`config.mk`:
```
export PLATFORM = sky130hd
export DESIGN_NAME = hbns_ram
export DESIGN_NICKNAME = d
export VERILOG_FILES = /design/src/hw/rtl/hbns_ram.sv
export SDC_FILE = /design/constraint.sdc
export NUM_CORES = 1
export LEC_CHECK = 0
export ABC_AREA = 1
export BUFFER_PORTS_ARGS = -buffer_cell sky130_fd_sc_hd__buf_4
export CORE_MARGIN = 1
export CORE_UTILIZATION = 50
export DETAILED_ROUTE_END_ITERATION = 8
export PLACE_DENSITY_LB_ADDON = 0.08
export SLEW_MARGIN = 30
export SYNTH_ARGS = -nofsm -noshare
export SYNTH_HDL_FRONTEND = slang
export SYNTH_SLANG_ARGS = --single-unit
export TNS_END_PERCENT = 10
```
`constraint.sdc`:
```
create_clock -name clk -period 1.89 [get_ports clk]
set_input_delay 0.4725 -clock clk [delete_from_list [all_inputs] [get_ports clk]]
set_output_delay 0.4725 -clock clk [all_outputs]
set_load 0.02 [all_outputs]
```
`src/hw/rtl/hbns_ram.sv`:
```
// ----------------------------------------------------------------------------
// hbns_ram
// Generic simple dual-port RAM with one write port and a registered read.
// ----------------------------------------------------------------------------
module hbns_ram #(
  parameter int WIDTH = 8,
  parameter int DEPTH = 16
) (
  input  logic                     clk,
  input  logic                     we,
  input  logic [$clog2(DEPTH)-1:0] waddr,
  input  logic [WIDTH-1:0]         wdata,
  input  logic [$clog2(DEPTH)-1:0] raddr,
  output logic [WIDTH-1:0]         rdata
);

  logic [WIDTH-1:0] mem [DEPTH];

  always_ff @(posedge clk) begin
    if (we) begin
      mem[waddr] <= wdata;
    end
    rdata <= mem[raddr];
  end

endmodule

```
======== Yosys cells after proc, flatten, opt, wreduce, memory -nomap -nowiden ========
Memory sizes are Yosys's and may differ from the RTL's. A register that Yosys moved wholly into a read port is not among the register bits.
Cells that the tools add are included.
cells by class
  muxes and demuxes ....................... 2
operators by type and width
  operator          number
  2-to-1 mux 1 bit  2
storage, ports and cells
  memories ................................ 1
  register bits after elaboration ......... 0
  logic and storage cells ................. 3
  RAM bits ................................ 128
  output and inout port bits .............. 8
  bits of input ports ..................... 18
memories
  name  depth  width  rd ports  clocked after Yosys merged registers in  write ports  line  RTL
  mem   16     8      1         1                                        1            17    logic [WIDTH-1:0] mem [DEPTH];

======== Depth between registers and ports, before layout ========
  depth after elaboration ................. 2
  depth in mapped cells ................... 8
  mapped depth without buffers ............ 7

======== Worst setup path after synthesis ========
OpenSTA, ideal clock, no wires.
  kind .................................... input to register
  start point ............................. input waddr[2]
  end point ............................... memory mem[10][0], enable pin
  setup slack ............................. 0.467 ns
  stages on the path ...................... 2
  arrival ................................. 1.053 ns
  required time ........................... 1.520 ns
  buffers on the path ..................... 0
  library setup time ...................... 0.370 ns
  path through ............................ nand3b_1 -> nor2_1
RTL lines
  element      line  RTL
  from (decl)  11    input logic [$clog2(DEPTH)-1:0] waddr,
  to (decl)    17
Straight into the memory's write port.

======== Worst setup path after layout ========
  start point ............................. register rdata[6], read port of mem
  end point ............................... output rdata[6]
RTL lines
  element      line  RTL
  from (decl)  14    output logic [WIDTH-1:0] rdata
No word-level cell between the ends.

==> flow_summary.ini <==
[timing]
rsz0062_at_grt = no
min_period_ps = 1410
period_share_pct = 74.7
fin_setup_tns_ps = 0
finalSetupViolCount = 0
setup_slack_ps = 478
slew_violations = 0
relSlewSlack_pct = 58.1
max_clock_freq_mhz = 708
worst_pin_slew_ps = 628
hold_viol = 0
skew_ps = 5.00

[drt]
met2_length_um = 5820
routed_wl_um = 13200
vias = 3849
antenna_left = 0
dr.pass1.iters = 5
wl_per_cell_um = 17.6
wl_met1_um = 6220
viasPerCell = 5.15
routed.top_layer = met4
drc = 0
dr_wl_met3_um = 887
drtIter0Drc = 354

[logic_synthesis]
yosysWarningCount = 0
synth-xor-area-share_pct = 0
synth_top_family_by_area = simple AND/OR/NAND/NOR gates
post-synth-top-area-cell = edfxtp_1
yosys.area_share.adder_pct = 0
synth_seq_cells = 136
syn-num-nets = 569
yosysSeqAreaShare_pct = 69.4
muxShareOfSynthArea_pct = 0
synth.distinct_cells = 12
synth.top_cell.area_share_pct = 66.7
synth.area.top_cells = edfxtp_1 (67%), nand2_1 (11%), nand3_1 (8.4%)
synth_cells = 551
synth-compound-area-share_pct = 0
avgSynthCellArea_sq_um = 10.5
syn_area_sq_um = 5770
yosys.area_share.simple_pct = 21.0

[placement]
dp_slack_ps = 254
gp_congestion = 0.849
dpl.hpwl_um = 8210
numPortBuffers = 25
dpl-instance-area_sq_um = 6160

[min_path]
holdCritStartpoint = raddr[3]
hold_depth = 3
hold_end = rdata[3]
worstHoldPathType = input pin to flop

[final_layout]
syn_to_final_growth_pct = 17.2
drive_gt1_share_pct = 13.3
fin_util_pct = 61.3
fin_area_sq_um = 6760
register_area_sq_um = 4000
multi_input_area_sq_um = 1210
final_nets = 612
fillers = 939
diodes = 0

[setup_path]
startpoint_type = flop
cp.arrival_ps = 940
cp_cell_sequence = buf_4
critPathMaxStageDelay_ps = 370
slowest_stage = dfxtp_1
cp-end-kind = output pin
r2r_slack_ps = 870
critPathTopFamily = flip-flops
reg2reg_depth = 6
rr_startpoint = mem[1][4]
worstSetupPathType = flop to output pin
crit_buf_inv = 1
cp_data_required_time_ps = 1420
path_max_fanout = 1
reg2reg_to = rdata[4]

[cts]
root_buffer = clkbuf_16
hold_buffers = 0
clk_latency_ps = 410
postCtsSetupBuffers = 0
cts_resized = 0
cts_tree = yes
cts_buffers = 17
cts_buffer_depth = 2
path_clk_slew_ps = 60
cts.sinks = 136
cts_max_level = 4

[pwr]
p_comb_share_pct = 6.4
sw_frac_of_total_pct = 21.5
power.internal_w = 0.00561
leakagePower_nw = 2.95
power.total_w = 0.00715
power.density_nw_per_um2 = 1060
pwr-share-seq_pct = 47.5
switchingPower_w = 0.00154
clkPwrFrac_pct = 46.1
ir_drop_uv = 524

[die]
core_area_sq_um = 11000
die_area_sq_um = 12000
die_w_um = 109
die_h_um = 109
num_rows = 38
ios = 26
initial_core_util_pct = 52.3

[job]
maxCapViolations = 0

[global_route]
antenna_found_initial = 0
grt_pass1_vias = 3705
grt.total_usage_pct = 25.2
grt_max_degree = 43
grt_pass1_wl_um = 21000
grt.overflow.total = 0

[outcome]
status = finished clean
sequential cells by signal (all words and copies together) (netlist names):
signal	flops
mem	128
rdata	8
cell type report:
class	instances	area share, %
Clock buffer	19	6.55
Clock inverter	13	2.28
Inverter	102	5.67
Multi-Input combinational cell	289	18.0
Sequential cell	136	59.2
Tap cell	140	2.59
Timing Repair Buffer	48	5.70
cell usage after synthesis (all sizes together):
cell type,number
buf,24
dfxtp,8
edfxtp,128
inv,102
nand2,173
nand3,97
nand3b,2
nor2,17
stage by stage:
| stage | hold WS, ps | cells |
|---|---|---|
| 2_1_floorplan | 571 | 551 |
| 3_3_place_gp | 658 | 715 |
| 3_5_place_dp | 665 | 715 |
| 4_1_cts | 374 | 747 |
| 5_1_grt | 400 | 747 |
| 6_report | 388 | 747 |
power groups by stage:
| stage | sequential [W] | clock, W | combinational, W |
|---|---|---|---|
| 6_report | 0.00340 | 0.00329 | 0.000459 |
| 5_1_grt | 0.00340 | 0.00347 | 0.000511 |
| 4_1_cts | 0.00340 | 0.00334 | 0.000462 |
| 3_5_place_dp | 0.00346 | 0 | 0.000459 |
| 3_3_place_gp | 0.00346 | 0 | 0.000456 |
| 2_1_floorplan | 0.00348 | 0 | 0.000238 |
placed cells by master (no fill, tap or decap), drive strengths merged:
master / count
buf: 48
bufinv: 3
clkbuf: 19
clkinv: 6
clkinvlp: 4
dfxtp: 8
edfxtp: 128
inv: 102
nand2: 173
nand3: 97
nand3b: 2
nor2: 17
cell families (layout without fill, tap and decap cells):
kind of cell / Yosys count / count (layout)
and+or+nand+nor: 289 / 289
buffers and inverters: 126 / 182
DFF: 136 / 136
per-layer routing:
layer / track usage (%) / vias to the layer above
met5: 0 / -
met4: 10.5 / 0
met3: 5.75 / 14
met2: 36.7 / 162
met1: 36.6 / 1814
li1: - / 1859
how the worst max path moves through the flow:
stage	startpoint	to	slack, ps	cells after the start
6_report	rdata[6]	rdata[6]	480	1
5_1_grt	rdata[6]	rdata[6]	440	1
2_1_floorplan	waddr[2]	mem[10][0]	470	2
4_1_cts	rdata[6]	rdata[6]	460	1
3_5_place_dp	raddr[0]	rdata[4]	250	8
3_3_place_gp	raddr[0]	rdata[4]	250	8
Power figures use the tool's default switching activity.
