### src/hw/rtl/hbns_pkg.sv
// ----------------------------------------------------------------------------
// hbns_pkg
// Types and constants shared by the heightmap sampler modules.
// ----------------------------------------------------------------------------
package hbns_pkg;

  localparam int GRID_W      = 8;
  localparam int GRID_SIDE   = 1 << GRID_W;
  localparam int ADDR_W      = 2 * GRID_W;
  localparam int HEIGHT_BITS = 24;
  localparam int NPTS_W      = 9;
  localparam int WS_W        = 23;
  localparam int CFG_IDX_W   = 2;
  localparam int CFG_DATA_W  = 23;

  localparam int HFRAC = 12;
  localparam int SFRAC = 16;
  localparam int NFRAC = 14;

  localparam int DIV_NUM_W = 48;
  localparam int DIV_DEN_W = 32;
  localparam int DIV_CNT_W = $clog2(DIV_NUM_W + 1);
  localparam int SQ_RAD_W  = 64;
  localparam int SQ_ROOT_W = 32;
  localparam int SQ_CNT_W  = $clog2(SQ_ROOT_W + 1);

  localparam logic [1:0] CMD_WRITE   = 2'd0;
  localparam logic [1:0] CMD_HEIGHT  = 2'd1;
  localparam logic [1:0] CMD_NORMAL  = 2'd2;
  localparam logic [1:0] CMD_UNKNOWN = 2'd3;

  localparam logic [CFG_IDX_W-1:0] CFG_GRID_POINTS = 2'd0;
  localparam logic [CFG_IDX_W-1:0] CFG_WORLD_X     = 2'd1;
  localparam logic [CFG_IDX_W-1:0] CFG_WORLD_Z     = 2'd2;

  localparam logic [NPTS_W-1:0] GRID_POINTS_RST = 9'd256;
  localparam logic [WS_W-1:0]   WORLD_SIZE_RST  = 23'd65280;

  typedef struct packed {
    logic                 start;
    logic [DIV_NUM_W-1:0] num;
    logic [DIV_DEN_W-1:0] den;
  } div_req_t;

  typedef struct packed {
    logic                 done;
    logic [DIV_NUM_W-1:0] quot;
  } div_rsp_t;

  typedef struct packed {
    logic                start;
    logic [SQ_RAD_W-1:0] rad;
  } sq_req_t;

  typedef struct packed {
    logic                 done;
    logic [SQ_ROOT_W-1:0] root;
  } sq_rsp_t;

endpackage

### src/hw/rtl/hbns_sqrt.sv
// ----------------------------------------------------------------------------
// hbns_sqrt
// Integer square root, floor, one root bit per cycle.
// ----------------------------------------------------------------------------
module hbns_sqrt (
  input  logic              clk,
  input  logic              rst,
  input  hbns_pkg::sq_req_t req,
  output hbns_pkg::sq_rsp_t rsp
);

  logic [hbns_pkg::SQ_RAD_W-1:0]  rad_sh;
  logic [hbns_pkg::SQ_ROOT_W-1:0] root;
  logic [hbns_pkg::SQ_ROOT_W:0]   rem;
  logic [hbns_pkg::SQ_ROOT_W+2:0] rem_sh;
  logic [hbns_pkg::SQ_ROOT_W+2:0] trial;
  logic [hbns_pkg::SQ_CNT_W-1:0]  cnt;
  logic                           fits;
  logic                           busy;
  logic                           done;

  always_comb begin
    rem_sh = {rem, rad_sh[hbns_pkg::SQ_RAD_W-1:hbns_pkg::SQ_RAD_W-2]};
    trial  = {1'b0, root, 2'b01};
    fits   = rem_sh >= trial;
  end

  always_ff @(posedge clk) begin
    if (rst) begin
      busy <= 1'b0;
      done <= 1'b0;
      cnt  <= '0;
    end else begin
      done <= 1'b0;
      if (req.start) begin
        busy <= 1'b1;
        cnt  <= hbns_pkg::SQ_CNT_W'(hbns_pkg::SQ_ROOT_W);
      end else if (busy) begin
        cnt <= cnt - 1'b1;
        if (cnt == hbns_pkg::SQ_CNT_W'(1)) begin
          busy <= 1'b0;
          done <= 1'b1;
        end
      end
    end
  end

  always_ff @(posedge clk) begin
    if (req.start) begin
      rad_sh <= req.rad;
      root   <= '0;
      rem    <= '0;
    end else if (busy) begin
      rad_sh <= {rad_sh[hbns_pkg::SQ_RAD_W-3:0], 2'b00};
      if (fits) begin
        rem  <= (hbns_pkg::SQ_ROOT_W+1)'(rem_sh - trial);
        root <= {root[hbns_pkg::SQ_ROOT_W-2:0], 1'b1};
      end else begin
        rem  <= rem_sh[hbns_pkg::SQ_ROOT_W:0];
        root <= {root[hbns_pkg::SQ_ROOT_W-2:0], 1'b0};
      end
    end
  end

  assign rsp.done = done;
  assign rsp.root = root;

endmodule

### config.mk
export PLATFORM = sky130hd
export DESIGN_NAME = hbns_sqrt
export DESIGN_NICKNAME = d
export VERILOG_FILES = /design/src/hw/rtl/hbns_pkg.sv /design/src/hw/rtl/hbns_sqrt.sv
export SDC_FILE = /design/constraint.sdc
export NUM_CORES = 1
export LEC_CHECK = 0
export BUFFER_PORTS_ARGS = -buffer_cell sky130_fd_sc_hd__buf_2
export CORE_MARGIN = 5
export CORE_UTILIZATION = 45
export CTS_BUF_LIST = sky130_fd_sc_hd__clkbuf_16
export CTS_CLUSTER_SIZE = 40
export DETAILED_ROUTE_END_ITERATION = 10
export PLACE_DENSITY = 0.64
export SYNTH_ARGS = -nofsm -noshare
export SYNTH_HDL_FRONTEND = slang
export SYNTH_SLANG_ARGS = --single-unit
### constraint.sdc
create_clock -name clk -period 2.8 [get_ports clk]
set_input_delay 0.42 -clock clk [delete_from_list [all_inputs] [get_ports clk]]
set_output_delay 0.42 -clock clk [all_outputs]
set_load 0.05 [all_outputs]
* Word level (Yosys, flattened, before mapping)
Cells that the tools add are included.
** Word-level totals
- Register bits :: 137
- Input port bits :: 67
- Output and inout port bits :: 33
** Operators by class
- Add/sub/neg operators :: 2
- $lt $le $gt $ge :: 1
- Equality and inequality tests :: 1
- Multiplexer cells :: 10
- Bitwise gates (word level) :: 1
- Reductions and logical operators :: 3
** Operator list (number)
- $mux W64 :: 2
- $ge A35 B34 Y1 :: 1
- $mux W33 :: 1
- $sub A33 B33 Y33 :: 1
- $mux W6 :: 2
- $eq A6 B1 Y1 const B :: 1
- $sub A6 B1 Y6 const B :: 1
- $mux W1 :: 5
- $reduce_or A3 Y1 :: 1
- $reduce_bool A2 Y1 :: 1
- $reduce_or A2 Y1 :: 1
- $not A1 Y1 :: 1

* Depth between registers and ports, before layout
- Word-level depth :: 4
- Mapped depth :: 13
- Depth with buffers taken out :: 10

* Least setup slack after synthesis
No wires, ideal clock.
- Path type :: flip-flop to flip-flop
- Start point :: register root[20] (netlist bit)
- End point :: register rem[15] (netlist bit)
- Arrival :: 2.920 ns
- Required time :: 2.714 ns
- Path slack :: -0.206 ns
- Stages on the path, launching flop included :: 14
- Path buffers :: 3
- Clock period less this slack :: 3.006 ns
- Path through :: dfxtp_1 -> inv_1 -> ha_1 -> buf_2 -> a21oi_1 -> o21ai_1 -> a21o_1 -> a311oi_1 -> o211ai_2 -> or2_1 -> buf_6 -> buf_12 -> mux2i_1 -> a211oi_1
** On the way
- Cells in the longest elaborated chain, start to end :: 2
** Ends and longest elaborated chain
- from (decl) :: line hbns_sqrt.sv:13 : logic [hbns_pkg::SQ_ROOT_W-1:0] root;
- from (signal assigned) :: line hbns_sqrt.sv:57 : root <= {root[hbns_pkg::SQ_ROOT_W-2:0], 1'b1};
- from (signal assigned) :: line hbns_sqrt.sv:60 : root <= {root[hbns_pkg::SQ_ROOT_W-2:0], 1'b0};
- $ge A35 B34 Y1 :: line hbns_sqrt.sv:25 : fits = rem_sh >= trial;
- $mux W33 :: line hbns_sqrt.sv:55 : if (fits) begin
- to (signal assigned) :: line hbns_sqrt.sv:56 : rem <= (hbns_pkg::SQ_ROOT_W+1)'(rem_sh - trial);
- to (signal assigned) :: line hbns_sqrt.sv:59 : rem <= rem_sh[hbns_pkg::SQ_ROOT_W:0];
- to (decl) :: line hbns_sqrt.sv:14 : logic [hbns_pkg::SQ_ROOT_W:0] rem;
No other way between the ends.
A chain may end at the register's enable or synchronous reset.

* Final worst setup path
- Start point :: register rad_sh[62] (netlist bit)
- End point :: register rem[22] (netlist bit)
** On the way
- Cells in the longest elaborated chain, start to end :: 2
- Elaborated cells between the ends (all ways) :: 3
- Those cells by class :: 1 x add/sub; 1 x order compare; 1 x mux
** Ends and longest elaborated chain
- from (decl) :: line hbns_sqrt.sv:12 : logic [hbns_pkg::SQ_RAD_W-1:0] rad_sh;
- from (signal assigned) :: line hbns_sqrt.sv:50 : rad_sh <= req.rad;
- from (signal assigned) :: line hbns_sqrt.sv:54 : rad_sh <= {rad_sh[hbns_pkg::SQ_RAD_W-3:0], 2'b00};
- $sub A33 B33 Y33 / $ge A35 B34 Y1 (equally long branches) :: line hbns_sqrt.sv:56, hbns_sqrt.sv:25
- $mux W33 (*) :: line hbns_sqrt.sv:55
Every way passes the cells marked *; elsewhere a longest branch is shown, timed or not.

==> results.json <==
{
  "firstDrtPassIters": 8,
  "drv_slew": 0,
  "skew_ps": 7.06,
  "placed_area_mm2": 0.00876,
  "finalPower_mw": 10.3,
  "ys_top_cells_by_area": "edfxtp_1, dfxtp_1, mux2_2",
  "drc": 0,
  "crit_family": "compound AO/OA/AOI/OAI gates",
  "finalInstanceArea_mm2": 0.00971,
  "startpoint": "rad_sh[62]",
  "syn_avg_cell_area_um2": 10.2,
  "synth_edf_count": 64,
  "io_buffers": 99,
  "ff2ff_setup_slack_ps": 60,
  "htree_num_levels": 4,
  "hold_path.class": "primary input to register",
  "gp_congestion": 0.992,
  "cts-buffers-inserted": 17,
  "synth_top_cell_by_area": "edfxtp_1",
  "die_x_um": 141,
  "io_pins": 100,
  "clk_path_buf_depth": 2,
  "cpMaxStageDelayCell": "a211oi_1",
  "cts_sinks": 137,
  "setup_slack_ps": 58.8,
  "path_clk_slew_ps": 60,
  "syn_area_mm2": 0.00772,
  "worst_slew_pin_slew_ps": 799,
  "syn-num-nets": 861,
  "seq_area_mm2": 0.00342,
  "path_buf_inv": 2,
  "drt_wl_total_um": 18300,
  "fin_tns_setup_ps": 0,
  "via_count": 6179,
  "multi_input_area_mm2": 0.00424,
  "required_ps": 3130,
  "cellPowerDensity_mw_per_mm2": 1060,
  "wl_per_cell_um": 16.2,
  "power_frac_seq_pct": 24.9,
  "max_freq_mhz": 365,
  "diodes": 0,
  "floorplan.initialDensity_pct": 46.2,
  "hold_end": "cnt[5]",
  "synth_warnings": 0,
  "end_kind": "register",
  "antenna_left": 0,
  "hp-start": "rst",
  "leakagePower_nw": 4.03,
  "num_rows": 47,
  "dieArea_mm2": 0.0199,
  "reg2reg_from": "rad_sh[62]",
  "ir_drop_mv": 0.604,
  "pwr-share-clk_pct": 21.9,
  "path_cells": "inv_1 -> ha_1 -> and2b_1 -> o2111ai_2 -> a211oi_2 -> o311ai_2 -> buf_4 -> a211oi_1 -> nor3_1 -> or3b_1 -> a311oi_2",
  "status": "completed",
  "r2r_end": "rem[22]",
  "combPwrFrac_pct": 53.2,
  "switching_share_pct": 39.6,
  "root_buffer": "clkbuf_16",
  "intPower_mw": 6.23,
  "fin_util_pct": 58.2,
  "post-route-min-period_ps": 2740,
  "async_flop_share_pct": 0,
  "via_per_inst": 5.47,
  "ys_seq_elements": 137,
  "min_path_cells": 2,
  "fin_crit_sh_pct": 97.9,
  "mostFrequentLayoutCells": "buf_2, nor2_1, buf_4, edfxtp_1, mux2_2",
  "r2r_cells": 11,
  "grt_usage_pct": 18.2,
  "layout.nets": 999,
  "grt_max_degree": 67,
  "cts_tree": "built",
  "cp.arrival_ps": 3070,
  "antenna_found_initial": 2,
  "seq_area_frac_synth_pct": 43.8,
  "cp-start-kind": "register",
  "p_switching_mw": 4.08,
  "die-height_um": 141,
  "first_iter_violations": 318,
  "final_common_cell": "buf_2",
  "drive_above_1_share_pct": 38.1,
  "coreArea_mm2": 0.0167,
  "finalHoldViolations": 0,
  "slew_headroom_pct": 46.7,
  "ys_types": 72,
  "path_max_fanout": 5,
  "grt_pass1_wl_um": 30000,
  "crit_type": "register to register",
  "maxCapViolations": 0,
  "clk_latency_ps": 420,
  "syn_inst": 758,
  "grt_pass1_vias": 6316,
  "overflow": 0,
  "setup_violations": 0,
  "dpl_worst_slack_ps": -77.9,
  "ys.flop_type": "dfxtp_1",
  "area_growth_pct": 25.9,
  "yosys.area.top_type_share_pct": 24.9,
  "dp_hpwl_um": 12900,
  "n_fill_cell": 1466,
  "worst_path_largest_cell_delay_ps": 370
}
## stage by stage
stage	std cells	hold slack (ps)
after floorplan	758	450
after global placement	1093	477
after global routing	1129	195
after detailed placement	1093	483
final	1129	182
after CTS	1125	167
## power groups by stage
stage	registers (mW)	logic [mW]	clock network, mW
after floorplan	2.54	3.66	0
after global placement	2.57	4.81	0
after detailed placement	2.58	4.88	0
after CTS	2.54	4.99	2.32
after global routing	2.59	5.98	2.42
final	2.56	5.49	2.26
## worst reg2reg max path, stage by stage, from the launching register on
cell and delay (ps):
edfxtp_1 340, inv_1 70, ha_1 200, and2b_1 230, o2111ai_2 160, a211oi_2 290
o311ai_2 110, buf_4 180, a211oi_1 370, nor3_1 90, or3b_1 370, a311oi_2 250
## sequential cells by signal, indices dropped and copies added, names as in the netlist
signal / count
cnt: 6
rad_sh: 64
done: 1
rem: 33
busy: 1
root: 32
## cells by family after synthesis
| family | count (synthesis) | synth area share, % |
|---|---|---|
| compound gates | 159 | 14.6 |
| xor+xnor | 27 | 3.06 |
| fa+ha+maj | 36 | 5.84 |
| buf+inv | 94 | 5.43 |
| flops | 137 | 43.8 |
| mux | 111 | 15.4 |
| simple gates | 194 | 11.8 |
## per-layer routing
metal  vias to the layer above  track usage [%]  wire [µm]
li1                       3028                -          -
met1                      2926             22.6       7900
met2                       188             28.9       8580
met3                        33             6.40       1420
met4                         4             7.24        336
met5                         -                0         29
## area by class of cell
type                       count  share of cell area [%]
timing repair buffer         164                    10.2
sequential                   137                    35.2
clock buffer                  17                    4.38
multi-input combinational    527                    43.6
inverter                      49                    1.93
clock inverter                15                    1.75
tap                          220                    2.83
## Yosys cell counts (4+ instances only)
cell type	n
o21ai_1	4
o21a_1	6
edfxtp_1	64
mux2_2	62
a21o_1	14
nand4_1	10
buf_1	5
nor2_1	77
a31oi_1	5
xnor2_1	15
mux2i_1	48
xor2_1	12
o21ai_0	21
inv_1	48
o211ai_1	4
ha_1	36
nand3_1	12
clkbuf_1	20
and2_1	7
nor3_1	12
or3_1	8
a21oi_1	37
a211oi_1	21
o21bai_1	10
a311oi_1	7
buf_2	12
nand2_1	43
dfxtp_1	73
## worst max-delay path by stage
stage / end / slack, ps / cells after the start
floorplan: rem[22] / 0.4 / 11
CTS: rem[30] / 10 / 11
detailed placement: rem[26] / -80 / 12
global placement: rem[26] / 20 / 12
finish: rem[22] / 60 / 11
global route: rem[4] / -80 / 11
## what timing repair did
item,in CTS,in global routing
setup endpoints to repair,4,32
resized for setup,9,48
hold buffers,0,0
pin swaps,1,9
setup buffers,0,4
No activity file was read; power rests on OpenSTA's default activity.
