`src/hw/rtl/hbns_pkg.sv`:
```
// ----------------------------------------------------------------------------
// hbns_pkg
// Types and constants shared by the heightmap sampler modules.
// ----------------------------------------------------------------------------
package hbns_pkg;

  localparam int GRID_W      = 8;
  localparam int GRID_SIDE   = 1 << GRID_W;
  localparam int ADDR_W      = 2 * GRID_W;
  localparam int HEIGHT_BITS = 24;
  localparam int NPTS_W      = 9;
  localparam int WS_W        = 23;
  localparam int CFG_IDX_W   = 2;
  localparam int CFG_DATA_W  = 23;

  localparam int HFRAC = 12;
  localparam int SFRAC = 16;
  localparam int NFRAC = 14;

  localparam int DIV_NUM_W = 48;
  localparam int DIV_DEN_W = 32;
  localparam int DIV_CNT_W = $clog2(DIV_NUM_W + 1);
  localparam int SQ_RAD_W  = 64;
  localparam int SQ_ROOT_W = 32;
  localparam int SQ_CNT_W  = $clog2(SQ_ROOT_W + 1);

  localparam logic [1:0] CMD_WRITE   = 2'd0;
  localparam logic [1:0] CMD_HEIGHT  = 2'd1;
  localparam logic [1:0] CMD_NORMAL  = 2'd2;
  localparam logic [1:0] CMD_UNKNOWN = 2'd3;

  localparam logic [CFG_IDX_W-1:0] CFG_GRID_POINTS = 2'd0;
  localparam logic [CFG_IDX_W-1:0] CFG_WORLD_X     = 2'd1;
  localparam logic [CFG_IDX_W-1:0] CFG_WORLD_Z     = 2'd2;

  localparam logic [NPTS_W-1:0] GRID_POINTS_RST = 9'd256;
  localparam logic [WS_W-1:0]   WORLD_SIZE_RST  = 23'd65280;

  typedef struct packed {
    logic                 start;
    logic [DIV_NUM_W-1:0] num;
    logic [DIV_DEN_W-1:0] den;
  } div_req_t;

  typedef struct packed {
    logic                 done;
    logic [DIV_NUM_W-1:0] quot;
  } div_rsp_t;

  typedef struct packed {
    logic                start;
    logic [SQ_RAD_W-1:0] rad;
  } sq_req_t;

  typedef struct packed {
    logic                 done;
    logic [SQ_ROOT_W-1:0] root;
  } sq_rsp_t;

endpackage

```
`src/hw/rtl/hbns_div.sv`:
```
// ----------------------------------------------------------------------------
// hbns_div
// Restoring unsigned divider, one quotient bit per cycle.
// ----------------------------------------------------------------------------
module hbns_div (
  input  logic               clk,
  input  logic               rst,
  input  hbns_pkg::div_req_t req,
  output hbns_pkg::div_rsp_t rsp
);

  logic [hbns_pkg::DIV_NUM_W-1:0] num_sh;
  logic [hbns_pkg::DIV_DEN_W-1:0] den;
  logic [hbns_pkg::DIV_DEN_W-1:0] rem;
  logic [hbns_pkg::DIV_DEN_W:0]   rem_sh;
  logic [hbns_pkg::DIV_DEN_W-1:0] rem_next;
  logic [hbns_pkg::DIV_CNT_W-1:0] cnt;
  logic                           fits;
  logic                           busy;
  logic                           done;

  always_comb begin
    rem_sh = {rem, num_sh[hbns_pkg::DIV_NUM_W-1]};
    fits   = rem_sh >= {1'b0, den};
    if (fits) begin
      rem_next = hbns_pkg::DIV_DEN_W'(rem_sh - {1'b0, den});
    end else begin
      rem_next = rem_sh[hbns_pkg::DIV_DEN_W-1:0];
    end
  end

  always_ff @(posedge clk) begin
    if (rst) begin
      busy <= 1'b0;
      done <= 1'b0;
      cnt  <= '0;
    end else begin
      done <= 1'b0;
      if (req.start) begin
        busy <= 1'b1;
        cnt  <= hbns_pkg::DIV_CNT_W'(hbns_pkg::DIV_NUM_W);
      end else if (busy) begin
        cnt <= cnt - 1'b1;
        if (cnt == hbns_pkg::DIV_CNT_W'(1)) begin
          busy <= 1'b0;
          done <= 1'b1;
        end
      end
    end
  end

  always_ff @(posedge clk) begin
    if (req.start) begin
      num_sh <= req.num;
      den    <= req.den;
      rem    <= '0;
    end else if (busy) begin
      num_sh <= {num_sh[hbns_pkg::DIV_NUM_W-2:0], fits};
      rem    <= rem_next;
    end
  end

  assign rsp.done = done;
  assign rsp.quot = num_sh;

endmodule

```
`config.mk`:
```
export PLATFORM = sky130hd
export DESIGN_NAME = hbns_div
export DESIGN_NICKNAME = d
export VERILOG_FILES = /design/src/hw/rtl/hbns_pkg.sv /design/src/hw/rtl/hbns_div.sv
export SDC_FILE = /design/constraint.sdc
export NUM_CORES = 1
export LEC_CHECK = 0
export BUFFER_PORTS_ARGS = -buffer_cell sky130_fd_sc_hd__buf_2
export CAP_MARGIN = 20
export CORE_MARGIN = 4
export CORE_UTILIZATION = 53
export CTS_BUF_LIST = sky130_fd_sc_hd__clkbuf_4
export CTS_CLUSTER_SIZE = 28
export DETAILED_ROUTE_END_ITERATION = 7
export PLACE_DENSITY = 0.77
export SYNTH_ARGS = -nofsm -noshare
export SYNTH_HDL_FRONTEND = slang
export SYNTH_SLANG_ARGS = --single-unit
```
`constraint.sdc`:
```
create_clock -name clk -period 9.7 [get_ports clk]
set_clock_uncertainty 0.15 [all_clocks]
set_input_delay 1.94 -clock clk [delete_from_list [all_inputs] [get_ports clk]]
set_output_delay 1.94 -clock clk [all_outputs]
set_load 0.1 [all_outputs]
```
; Word level (Yosys, flattened, before mapping)
; Index checks and enable logic that the tools add are counted.
[classes]
addsub = 2
order_cmp = 1
eq_ne = 1
muxes = 9
bitwise = 1
n_reduce_logical = 3
[ops]
columns = cell, n
row1 = $mux 48, 2
row2 = $ge 33x32->1, 1
row3 = $mux 32, 1
row4 = $sub 32x32->32, 1
row5 = $mux 6, 2
row6 = $eq 6x1->1 const B, 1
row7 = $sub 6x1->6 const B, 1
row8 = $mux 1, 4
row9 = $reduce_or 3->1, 1
row10 = $reduce_bool 2->1, 1
row11 = $reduce_or 2->1, 1
row12 = $not 1->1, 1
[word_totals]
register_bits = 120
in_bits = 83
output_inout_bits = 49
wordCells = 24

; Logic depth before layout (Yosys ltp)
; Gate-level depths: netlist of the first run.
[depth]
ltp_word = 4
depth_mapped = 13
ltp_nobuf = 12

; Worst setup path after synthesis of the first run
; Ideal clock, no wire load.
[synth_timing]
path_kind = input port to flip-flop
startpoint = input req[80] in the netlist's numbering
endpoint = register num_sh[0] in the netlist's numbering, enable pin
setup_time_ps = 384
t_arrival_ps = 3132
t_required_ps = 9166
path_slack_ps = 6033
stages = 3
n_path_buf = 2
cell_sequence = clkbuf_1 -> clkbuf_1 -> or2_2
[synth_between]
elab_chain_cells = 1
[synth_rtl]
columns = element, line_no
row1 = from (decl), hbns_div.sv:8  ; input hbns_pkg::div_req_t req,
row2 = $reduce_bool 2->1 (no source line), --
row3 = to (signal assigned), hbns_div.sv:54  ; num_sh <= req.num;
row4 = to (signal assigned), hbns_div.sv:58  ; num_sh <= {num_sh[hbns_pkg::DIV_NUM_W-2:0], fits};
row5 = to (decl), hbns_div.sv:12  ; logic [hbns_pkg::DIV_NUM_W-1:0] num_sh;
; Every way passes these cells.
; A chain may end at the register's enable or synchronous reset.

; Worst setup path in the final report of the first run
[layout_timing]
startpoint = input req[80] in the netlist's numbering
endpoint = register num_sh[0] in the netlist's numbering (data pin)
[layout_between]
elab_chain_cells = 1
[layout_rtl]
columns = element, line_no
row1 = $mux 48, hbns_div.sv:53  ; if (req.start) begin
; Every way passes these cells.

==> flow_summary.ini, run 1 <==
[timing]
finalCritPeriodShare_pct = 37.86
fin_crit_ns = 3.672
hold_viol_final = 0
slew_headroom_pct = 44.91
setup-violations-final = 0
setup_tns_ns = 0
worst_pin_slew_ns = 0.8263
max_freq_mhz = 272.3
slew_viol_final = 0
rsz0062_at_grt = no

[synth]
synth_xor_area_share_pct = 3.372
syn-instance-count = 646
synth_nets = 764
yosysTopAreaCell = edfxtp_1
ys_warn_count = 0
yosys.area.top_type_share_pct = 35.58
synthFlopType = edfxtp_1
syn_area_per_cell_sq_um = 10.45
synth_top_family_by_area = compound AO/OA/AOI/OAI gates
synthAdderAreaFrac_pct = 6.596
synth-simple-area-share_pct = 12.60
synth_edf_count = 80
synthMuxAreaShare_pct = 8.153
synth.distinct_cells = 68
synthArstFlopShare_pct = 0
synth_commonest_cells = edfxtp_1, nand2_1, inv_1, nor2_1, mux2_2
synth_area_leaders = edfxtp_1, dfxtp_1, mux2_2
yosysMostFrequentCell = edfxtp_1
synth_compound_area_share_pct = 16.21
syn_area_sq_um = 6753
ys_seq_area_share_pct = 47.43
synth-seq-cells = 120

[clock_tree]
ctsResizeCount = 0
ctsRootBufferMaster = clkbuf_4
hold_buffers = 0
cts.clk_slew.worst_paths_ns = 0.11
cts.sinks = 120
htreeDepth = 4
clockBufferDepth = 2
cts_setup_buffers = 0
clk_latency_ns = 0.55
cts_tree = built
cts_buffers = 17

[min_path]
hp-start = rem[23]
min_path_type = register to register
hold_end = rem[24]
hold_depth = 2

[grt]
grt_first_pass_wirelength_microns = 25190
antenna_found_initial = 0
grt-ovfl-total = 0
first_global_vias = 5317
grt_max_degree = 73
grt_use_total_pct = 21.17

[critical_path]
cp.required_ns = 9.85
worstPathArrival_ns = 3.83
cp-end-kind = register
reg2reg_to = rem[28]
reg2reg_depth = 12
r2r-start = num_sh[47]
r2r_slack_ns = 6.17
worstSetupStartpointType = primary input
crit_type = primary input to register
crit_path_max_fanout = 72

[placed_design]
gp_congestion = 0.8167
numPortBuffers = 131
dp_hpwl_microns = 10840

[power_and_ir_drop]
p_total_uw = 1425
ir_worst_vdd_uv = 144.7
p_leak_uw = 0.003269
power_density_nw_per_um2 = 184.7

[detailed_routing]
first_iter_violations = 346
wl_microns = 15270
drc = 0
routed_via_density = 5.624
first_pass_iters = 6
wire_per_inst_microns = 16.16
postRouteAntennaNets = 0
vias = 5315

[finish]
fillCellCount = 976
antennaDiodeCount = 0
final_nets = 883
area_growth_pct = 14.27
drive_above_1_share_pct = 29.47

[floorplan]
initial_utilization_pct = 55.07
io_pins = 132
num_rows = 40
die_area_sq_um = 14610
die_h_microns = 120.9
die_w_microns = 120.9
core_area_sq_um = 12260

[run_status]
status = finished, final reports clean

[job]
drv_cap = 0
## stage by stage
step           std cells  setup WS, ns  instance area (sq um)  hold WS, ns  util [%]
4_1_cts              944         6.065                   7696       0.3556     62.77
5_1_grt              945         5.928                   7716       0.3728     62.93
2_1_floorplan        646         6.033                   6753       0.3104         -
3_5_place_dp         913         5.457                   7448       0.3397     60.74
3_3_place_gp         913         5.538                   7448       0.3270     60.74
6_report             945         6.028                   7716       0.3368     62.93
## worst max path at each step
| stage | startpoint | endpoint | cells after the start |
|---|---|---|---|
| after floorplan | req[80] | num_sh[0] | 3 |
| after global placement | req[80] | num_sh[0] | 4 |
| after detailed placement | req[80] | num_sh[0] | 4 |
| after CTS | req[80] | num_sh[0] | 4 |
| after global routing | req[80] | num_sh[0] | 4 |
| final | req[80] | num_sh[0] | 4 |
## layout by cell type (no fill, tap or decap), types with 2 or more instances in the layout
| cell | count |
|---|---|
| a2111oi_0 | 2 |
| a211oi_1 | 6 |
| a21o_1 | 19 |
| a21oi_1 | 36 |
| a311oi_1 | 27 |
| a31oi_1 | 4 |
| a41oi_1 | 3 |
| and2_1 | 3 |
| buf_2 | 130 |
| buf_4 | 4 |
| clkbuf_4 | 19 |
| clkinv_2 | 5 |
| clkinv_4 | 3 |
| clkinvlp_4 | 2 |
| dfxtp_1 | 39 |
| edfxtp_1 | 80 |
| ha_1 | 34 |
| inv_1 | 49 |
| mux2_2 | 48 |
| nand2_1 | 66 |
| nand2b_1 | 3 |
| nand3_1 | 14 |
| nand3b_1 | 2 |
| nand4_1 | 9 |
| nor2_1 | 49 |
| nor3_1 | 13 |
| nor3b_1 | 2 |
| nor4b_1 | 2 |
| o211ai_1 | 4 |
| o21a_1 | 4 |
| o21ai_0 | 22 |
| o21bai_1 | 6 |
| or2_2 | 2 |
| or3_1 | 4 |
| or3b_1 | 2 |
| xnor2_1 | 19 |
| xor2_1 | 7 |
## routing by layer
metal	vias to the layer above	part of all wire (%)	track usage (%)
met2	176	48	34.91
li1	2614	-	-
met4	0	1.1	5.737
met1	2508	44	27.00
met3	17	7.1	6.573
met5	-	0	0
## cell families (layout without fill, tap and decap cells)
family | Yosys count | after routing
buffers and inverters | 84 | 215
and+or+nand+nor | 181 | 181
AOI/OAI and AO/OA | 151 | 151
adders and majority gates | 35 | 35
xor gates and xnor gates | 26 | 26
DFF | 120 | 120
muxes | 49 | 49
## critical path, stage by stage
cell	delay, ns
buf_4	0.45
buf_4	0.77
inv_1	0.28
mux2_2	0.34
## power by group
part / internal [uW] / switching [uW]
logic: 140 / 336
registers: 599 / 27.5
clock network: 130 / 192
total: 869 / 556
## registers in the layout, indices dropped and copies added, names as in the netlist
name and flops:
done 1, rem 32, den 32, cnt 6, busy 1, num_sh 48
## cell type report
cell class	count	area, sq um	share of cell area (%)
multi-input cells	442	3169	41.07
clock buffers	19	142.6	1.849
clock inverters	12	105.1	1.362
repair buffers	135	700.7	9.081
flip-flops and latches	120	3204	41.53
well taps	168	210.2	2.724
inverters	49	183.9	2.384
Power figures use the tool's default switching activity.
==> run 2: changes to the inputs <==
- clock period: 9.7 -> 3.5 ns (I/O delays scaled with it)
==> flow_summary.ini, run 2 (synthesized netlist as in run 1, its figures left out) <==
[run_status]
status = finished, final reports clean

[finish]
largest-register = num_sh
drive_above_1_share_pct = 30.19
reg.largest.list = num_sh x48, den x32, rem x32
finalInstanceArea_sq_um = 7835
layout_common_cells = buf_2, edfxtp_1, nand2_1
seq_area_sq_um = 3204
multi_input_area_sq_um = 3177
area_growth_pct = 16.03
final_common_cell = buf_2
fillCellCount = 962
antennaDiodeCount = 0
largest_reg_flops = 48
final_nets = 890

[placed_design]
pre_cts_slack_ns = 0.1904
gp_congestion = 0.9213
numPortBuffers = 131
postPlaceCellArea_sq_um = 7508
dp_hpwl_microns = 11090

[critical_path]
reg2reg_to = rem[28]
worst-path-buf-inv = 2
crit_family = compound AO/OA/AOI/OAI gates
cp.required_ns = 3.77
worstPathArrival_ns = 3.60
crit_path_max_fanout = 5
reg2reg_depth = 12
worstPathCellList = inv_1 -> ha_1 -> inv_1 -> fa_2 -> a21o_1 -> a221o_1 -> a311oi_2 -> o2bb2ai_2 -> o2111ai_4 -> a2111oi_4 -> o31ai_1 -> a311oi_1
r2r_slack_ns = 0.17
worstSetupStartpointType = register
slowest_delay_ns = 0.42
cp-end-kind = register
slowest_stage = edfxtp_1
r2r-start = num_sh[47]
critPathLaunch = num_sh[47]
crit_type = register to register
cp_common_cell = inv_1

[detailed_routing]
first_iter_violations = 362
wire_per_inst_microns = 15.70
first_pass_iters = 5
routed_via_density = 5.597
drc = 0
vias = 5334
postRouteAntennaNets = 0
wl_microns = 14970

[timing]
setup-violations-final = 0
worst_pin_slew_ns = 0.6148
hold_viol_final = 0
fin_crit_ns = 3.331
finalCritPeriodShare_pct = 95.18
slew_headroom_pct = 59.02
slew_viol_final = 0
layout_setup_ws_ns = 0.1689
setup_tns_ns = 0
max_freq_mhz = 300.2
whs_ns = 0.1832

[min_path]
hp-start = req[12]
hold_depth = 1
hold_end = den[12]
min_path_type = primary input to register

[job]
drv_cap = 0

[clock_tree]
cts.sinks = 120
cts_buffers = 17
cts_tree = built
cts.clk_slew.worst_paths_ns = 0.11
clk_latency_ns = 0.54
clockBufferDepth = 2
htreeDepth = 4
ctsRootBufferMaster = clkbuf_4

[grt]
grt_use_total_pct = 20.98
first_global_vias = 5311
antenna_found_initial = 0
grt_first_pass_wirelength_microns = 24700
grt-ovfl-total = 0
grt_max_degree = 66

[floorplan]
initial_utilization_pct = 55.07
core_area_sq_um = 12260
die_h_microns = 120.9
die_w_microns = 120.9
num_rows = 40
die_area_sq_um = 14610
io_pins = 132

[power_and_ir_drop]
internal_power_uw = 2569
p_comb_share_pct = 32.4
seqPwrFrac_pct = 42.1
p_leak_uw = 0.003327
power_density_nw_per_um2 = 526.1
p_total_uw = 4122
clkPwrFrac_pct = 25.5
ir_worst_vdd_uv = 381.8
swShare_pct = 37.67
p_switching_uw = 1553
[run 2: changes by cell type in the layout (fill, tap and decap cells not counted), sizes merged]
| cell | before | now |
|---|---|---|
| buf | 135 | 142 |
| bufinv | 1 | 3 |
| clkbuf | 19 | 18 |
| clkinv | 8 | 6 |
| inv | 50 | 52 |
[run 2: what timing repair did]
item,in CTS,in global routing
setup buffers,0,2
hold buffers,0,0
gates resized for setup,0,1
setup endpoints to repair,0,3
[run 2: worst max path at each step]
stage / end / slack [ns] / depth (start not counted)
floorplan: rem[28] / -0.0007 / 12
global placement: rem[28] / 0.34 / 12
detailed placement: rem[28] / 0.19 / 12
CTS: rem[28] / 0.14 / 12
global route: rem[28] / -0.007 / 12
finish: rem[28] / 0.17 / 12
[run 2: power by group through the flow]
stage / sequential, uW / clock, uW / combinational, uW
2_1_floorplan: 2180 / 0 / 643
3_3_place_gp: 1760 / 0 / 1300
3_5_place_dp: 1760 / 0 / 1320
4_1_cts: 1730 / 1080 / 1330
5_1_grt: 1750 / 1160 / 1440
6_report: 1730 / 1050 / 1340
[run 2: per-layer routing]
metal | global-route usage, % | vias up | wire, microns
li1 | - | 2642 | -
met1 | 25.75 | 2477 | 6267
met2 | 34.39 | 192 | 7215
met3 | 6.620 | 23 | 1219
met4 | 8.286 | 0 | 265
met5 | 0 | - | 0
[run 2: through the flow]
stage | cells | utilization, %
floorplan | 646 | -
global placement | 919 | 61.23
detailed placement | 919 | 61.23
CTS | 951 | 63.73
global route | 953 | 63.90
finish | 953 | 63.90
[run 2: layout make-up]
class | count | share of cell area (%)
inverter | 49 | 2.347
tap | 168 | 2.683
clock inverter | 14 | 2.188
clock buffer | 18 | 1.725
multi-input combinational | 442 | 40.55
timing repair buffer | 142 | 9.614
sequential | 120 | 40.90
[run 2: worst register-to-register path, delay by kind of cell, from the launching register on]
family | cells | cell delay [ns]
AO/OA/AOI/OAI | 8 | 2.02
adder cells (fa/ha/maj) | 2 | 0.50
flip-flops | 1 | 0.42
buffers and inverters | 2 | 0.14
==> run 3: changes to the inputs <==
- ABC_AREA: not set -> 1
- PLACE_DENSITY: 0.77 -> 0.76
==> flow_summary.ini, run 3 <==
[timing]
rsz0062_at_grt = no
whs_ns = 0.1640
fin_crit_ns = 2.681
layout_setup_ws_ns = 0.8186
hold_viol_final = 0
worst_pin_slew_ns = 0.5870
setup_tns_ns = 0
max_freq_mhz = 372.9
slew_viol_final = 0
setup-violations-final = 0
finalCritPeriodShare_pct = 76.61
slew_headroom_pct = 60.81

[critical_path]
r2r_slack_ns = 0.82
r2r-start = den[8]
crit_path_max_fanout = 35
worstSetupStartpointType = register
worstPathCellList = inv_1 -> ha_1 -> nand2_2 -> inv_1 -> nand2_1 -> nand2_1 -> inv_2 -> nand3_2 -> nand2_2 -> nand2_2 -> nand2_4 -> nand2_4 -> nand2_1 -> nand3_1 -> o21ai_1
reg2reg_depth = 15
reg2reg_to = rem[6]
slowest_stage = ha_1
crit_family = simple AND/OR/NAND/NOR gates
slowest_delay_ns = 0.37
crit_type = register to register
worstPathArrival_ns = 3.01
cp-end-kind = register
worst-path-buf-inv = 3
cp.required_ns = 3.82

[clock_tree]
cts_tree = built
clk_latency_ns = 0.56
cts_setup_buffers = 0
ctsRootBufferMaster = clkbuf_4
ctsResizeCount = 0
htreeDepth = 4
cts.sinks = 120
cts_buffers = 17
hold_buffers = 0
cts.clk_slew.worst_paths_ns = 0.14
clockBufferDepth = 2

[grt]
first_global_vias = 6556
grt_max_degree = 54
antenna_found_initial = 2
grt_use_total_pct = 24.41
grt-ovfl-total = 0
grt_first_pass_wirelength_microns = 31300

[power_and_ir_drop]
p_leak_uw = 0.004610
power_density_nw_per_um2 = 412.9
ir_worst_vdd_uv = 431.0
seqPwrFrac_pct = 47.6
clkPwrFrac_pct = 28.1
p_switching_uw = 1353
p_comb_share_pct = 24.3
internal_power_uw = 2165
swShare_pct = 38.46

[detailed_routing]
first_iter_violations = 410
routed_via_density = 4.934
postRouteAntennaNets = 0
vias = 6740
wire_per_inst_microns = 13.82
wl_microns = 18880
first_pass_iters = 7
drc = 0

[job]
drv_cap = 0

[placed_design]
postPlaceCellArea_sq_um = 8244
pre_cts_slack_ns = 0.8465
numPortBuffers = 131
dp_hpwl_microns = 14140
gp_congestion = 0.9969

[synth]
synth_nets = 1157
synthFlopType = edfxtp_1
ys_warn_count = 0
syn_area_sq_um = 7431
synth_commonest_cells = nand2_1, inv_1, edfxtp_1
yosysMostFrequentCell = nand2_1
synth-seq-cells = 120
synth_edf_count = 80
syn_area_per_cell_sq_um = 7.152
synth.distinct_cells = 36
synthArstFlopShare_pct = 0
yosysTopAreaCell = edfxtp_1
synth_area_leaders = edfxtp_1, nand2_1, dfxtp_1
ys_seq_area_share_pct = 43.10
yosys.area.top_type_share_pct = 32.33
syn-instance-count = 1039

[finish]
area_growth_pct = 14.67
fillCellCount = 1296
reg.largest.list = num_sh x48, den x32, rem x32
largest-register = num_sh
final_core_util_pct = 61.62
final_nets = 1289
largest_reg_flops = 48
finalInstanceArea_sq_um = 8521
final_common_cell = nand2_1
layout_common_cells = nand2_1, inv_1, buf_2
drive_above_1_share_pct = 16.30

[min_path]
hold_end = den[31]
min_path_type = primary input to register
hold_depth = 1
hp-start = req[31]

[run_status]
status = finished, final reports clean

[floorplan]
num_rows = 43
io_pins = 132
die_w_microns = 126.4
core_area_sq_um = 13830
die_area_sq_um = 15980
initial_utilization_pct = 53.74
die_h_microns = 126.4
==> run 3: cell type report <==
class / count / area (sq um) / share of cell area [%]
Multi-Input combinational cell: 722 / 3446 / 40.44
Sequential cell: 120 / 3203 / 37.59
Timing Repair Buffer: 139 / 728.2 / 8.546
Inverter: 171 / 641.9 / 7.533
Tap cell: 180 / 225.2 / 2.643
Clock inverter: 15 / 143.9 / 1.689
Clock buffer: 17 / 127.6 / 1.498
Antenna cell: 2 / 5.005 / 0.05874
==> run 3: how the worst max path moves through the flow <==
| stage | slack (ns) | cells after the start | endpoint | from |
|---|---|---|---|---|
| 6_report | 0.82 | 15 | rem[6] | den[8] |
| 5_1_grt | 0.55 | 13 | rem[0] | den[9] |
| 4_1_cts | 0.82 | 10 | rem[10] | rem[23] |
| 3_5_place_dp | 0.85 | 10 | rem[12] | rem[23] |
| 3_3_place_gp | 0.85 | 10 | rem[31] | rem[23] |
| 2_1_floorplan | 0.20 | 4 | num_sh[0] | req[80] |
==> run 3: cell families after synthesis <==
group                      Yosys count  share of synthesized area (%)
buffers and inverters              197                          10.56
DFF                                120                          43.10
AOI/OAI and AO/OA                   48                          3.553
xor gates and xnor gates            15                          1.768
and+or+nand+nor                    624                          35.02
adders and majority gates           35                          5.994
==> run 3: layer usage <==
layer / track usage, % / up-vias / part of all wire (%)
li1: - / 3492 / -
met1: 30.80 / 3009 / 45
met2: 39.60 / 212 / 45
met3: 8.547 / 27 / 7.9
met4: 7.508 / 0 / 2.1
met5: 0 / - / 0
==> run 3: stage by stage <==
step | total power (uW) | instances
after CTS | 3535 | 1364
final | 3518 | 1366
after global placement | 2554 | 1332
after global routing | 3670 | 1366
after floorplan | 2367 | 1039
after detailed placement | 2562 | 1332
==> run 3: power by group through the flow <==
stage	clock [uW]	combinational, uW	sequential (uW)
final	988	854	1680
after CTS	1000	858	1680
after detailed placement	0	857	1700
after global placement	0	849	1710
after floorplan	0	247	2120
after global routing	1070	914	1690
==> run 3: worst register-to-register path, delay by kind of cell, from the launching register on <==
kind	cells	cell delay (ns)
simple gates	10	1.50
fa+ha+maj	1	0.37
compound gates	1	0.10
flops	1	0.35
buf+inv	3	0.15
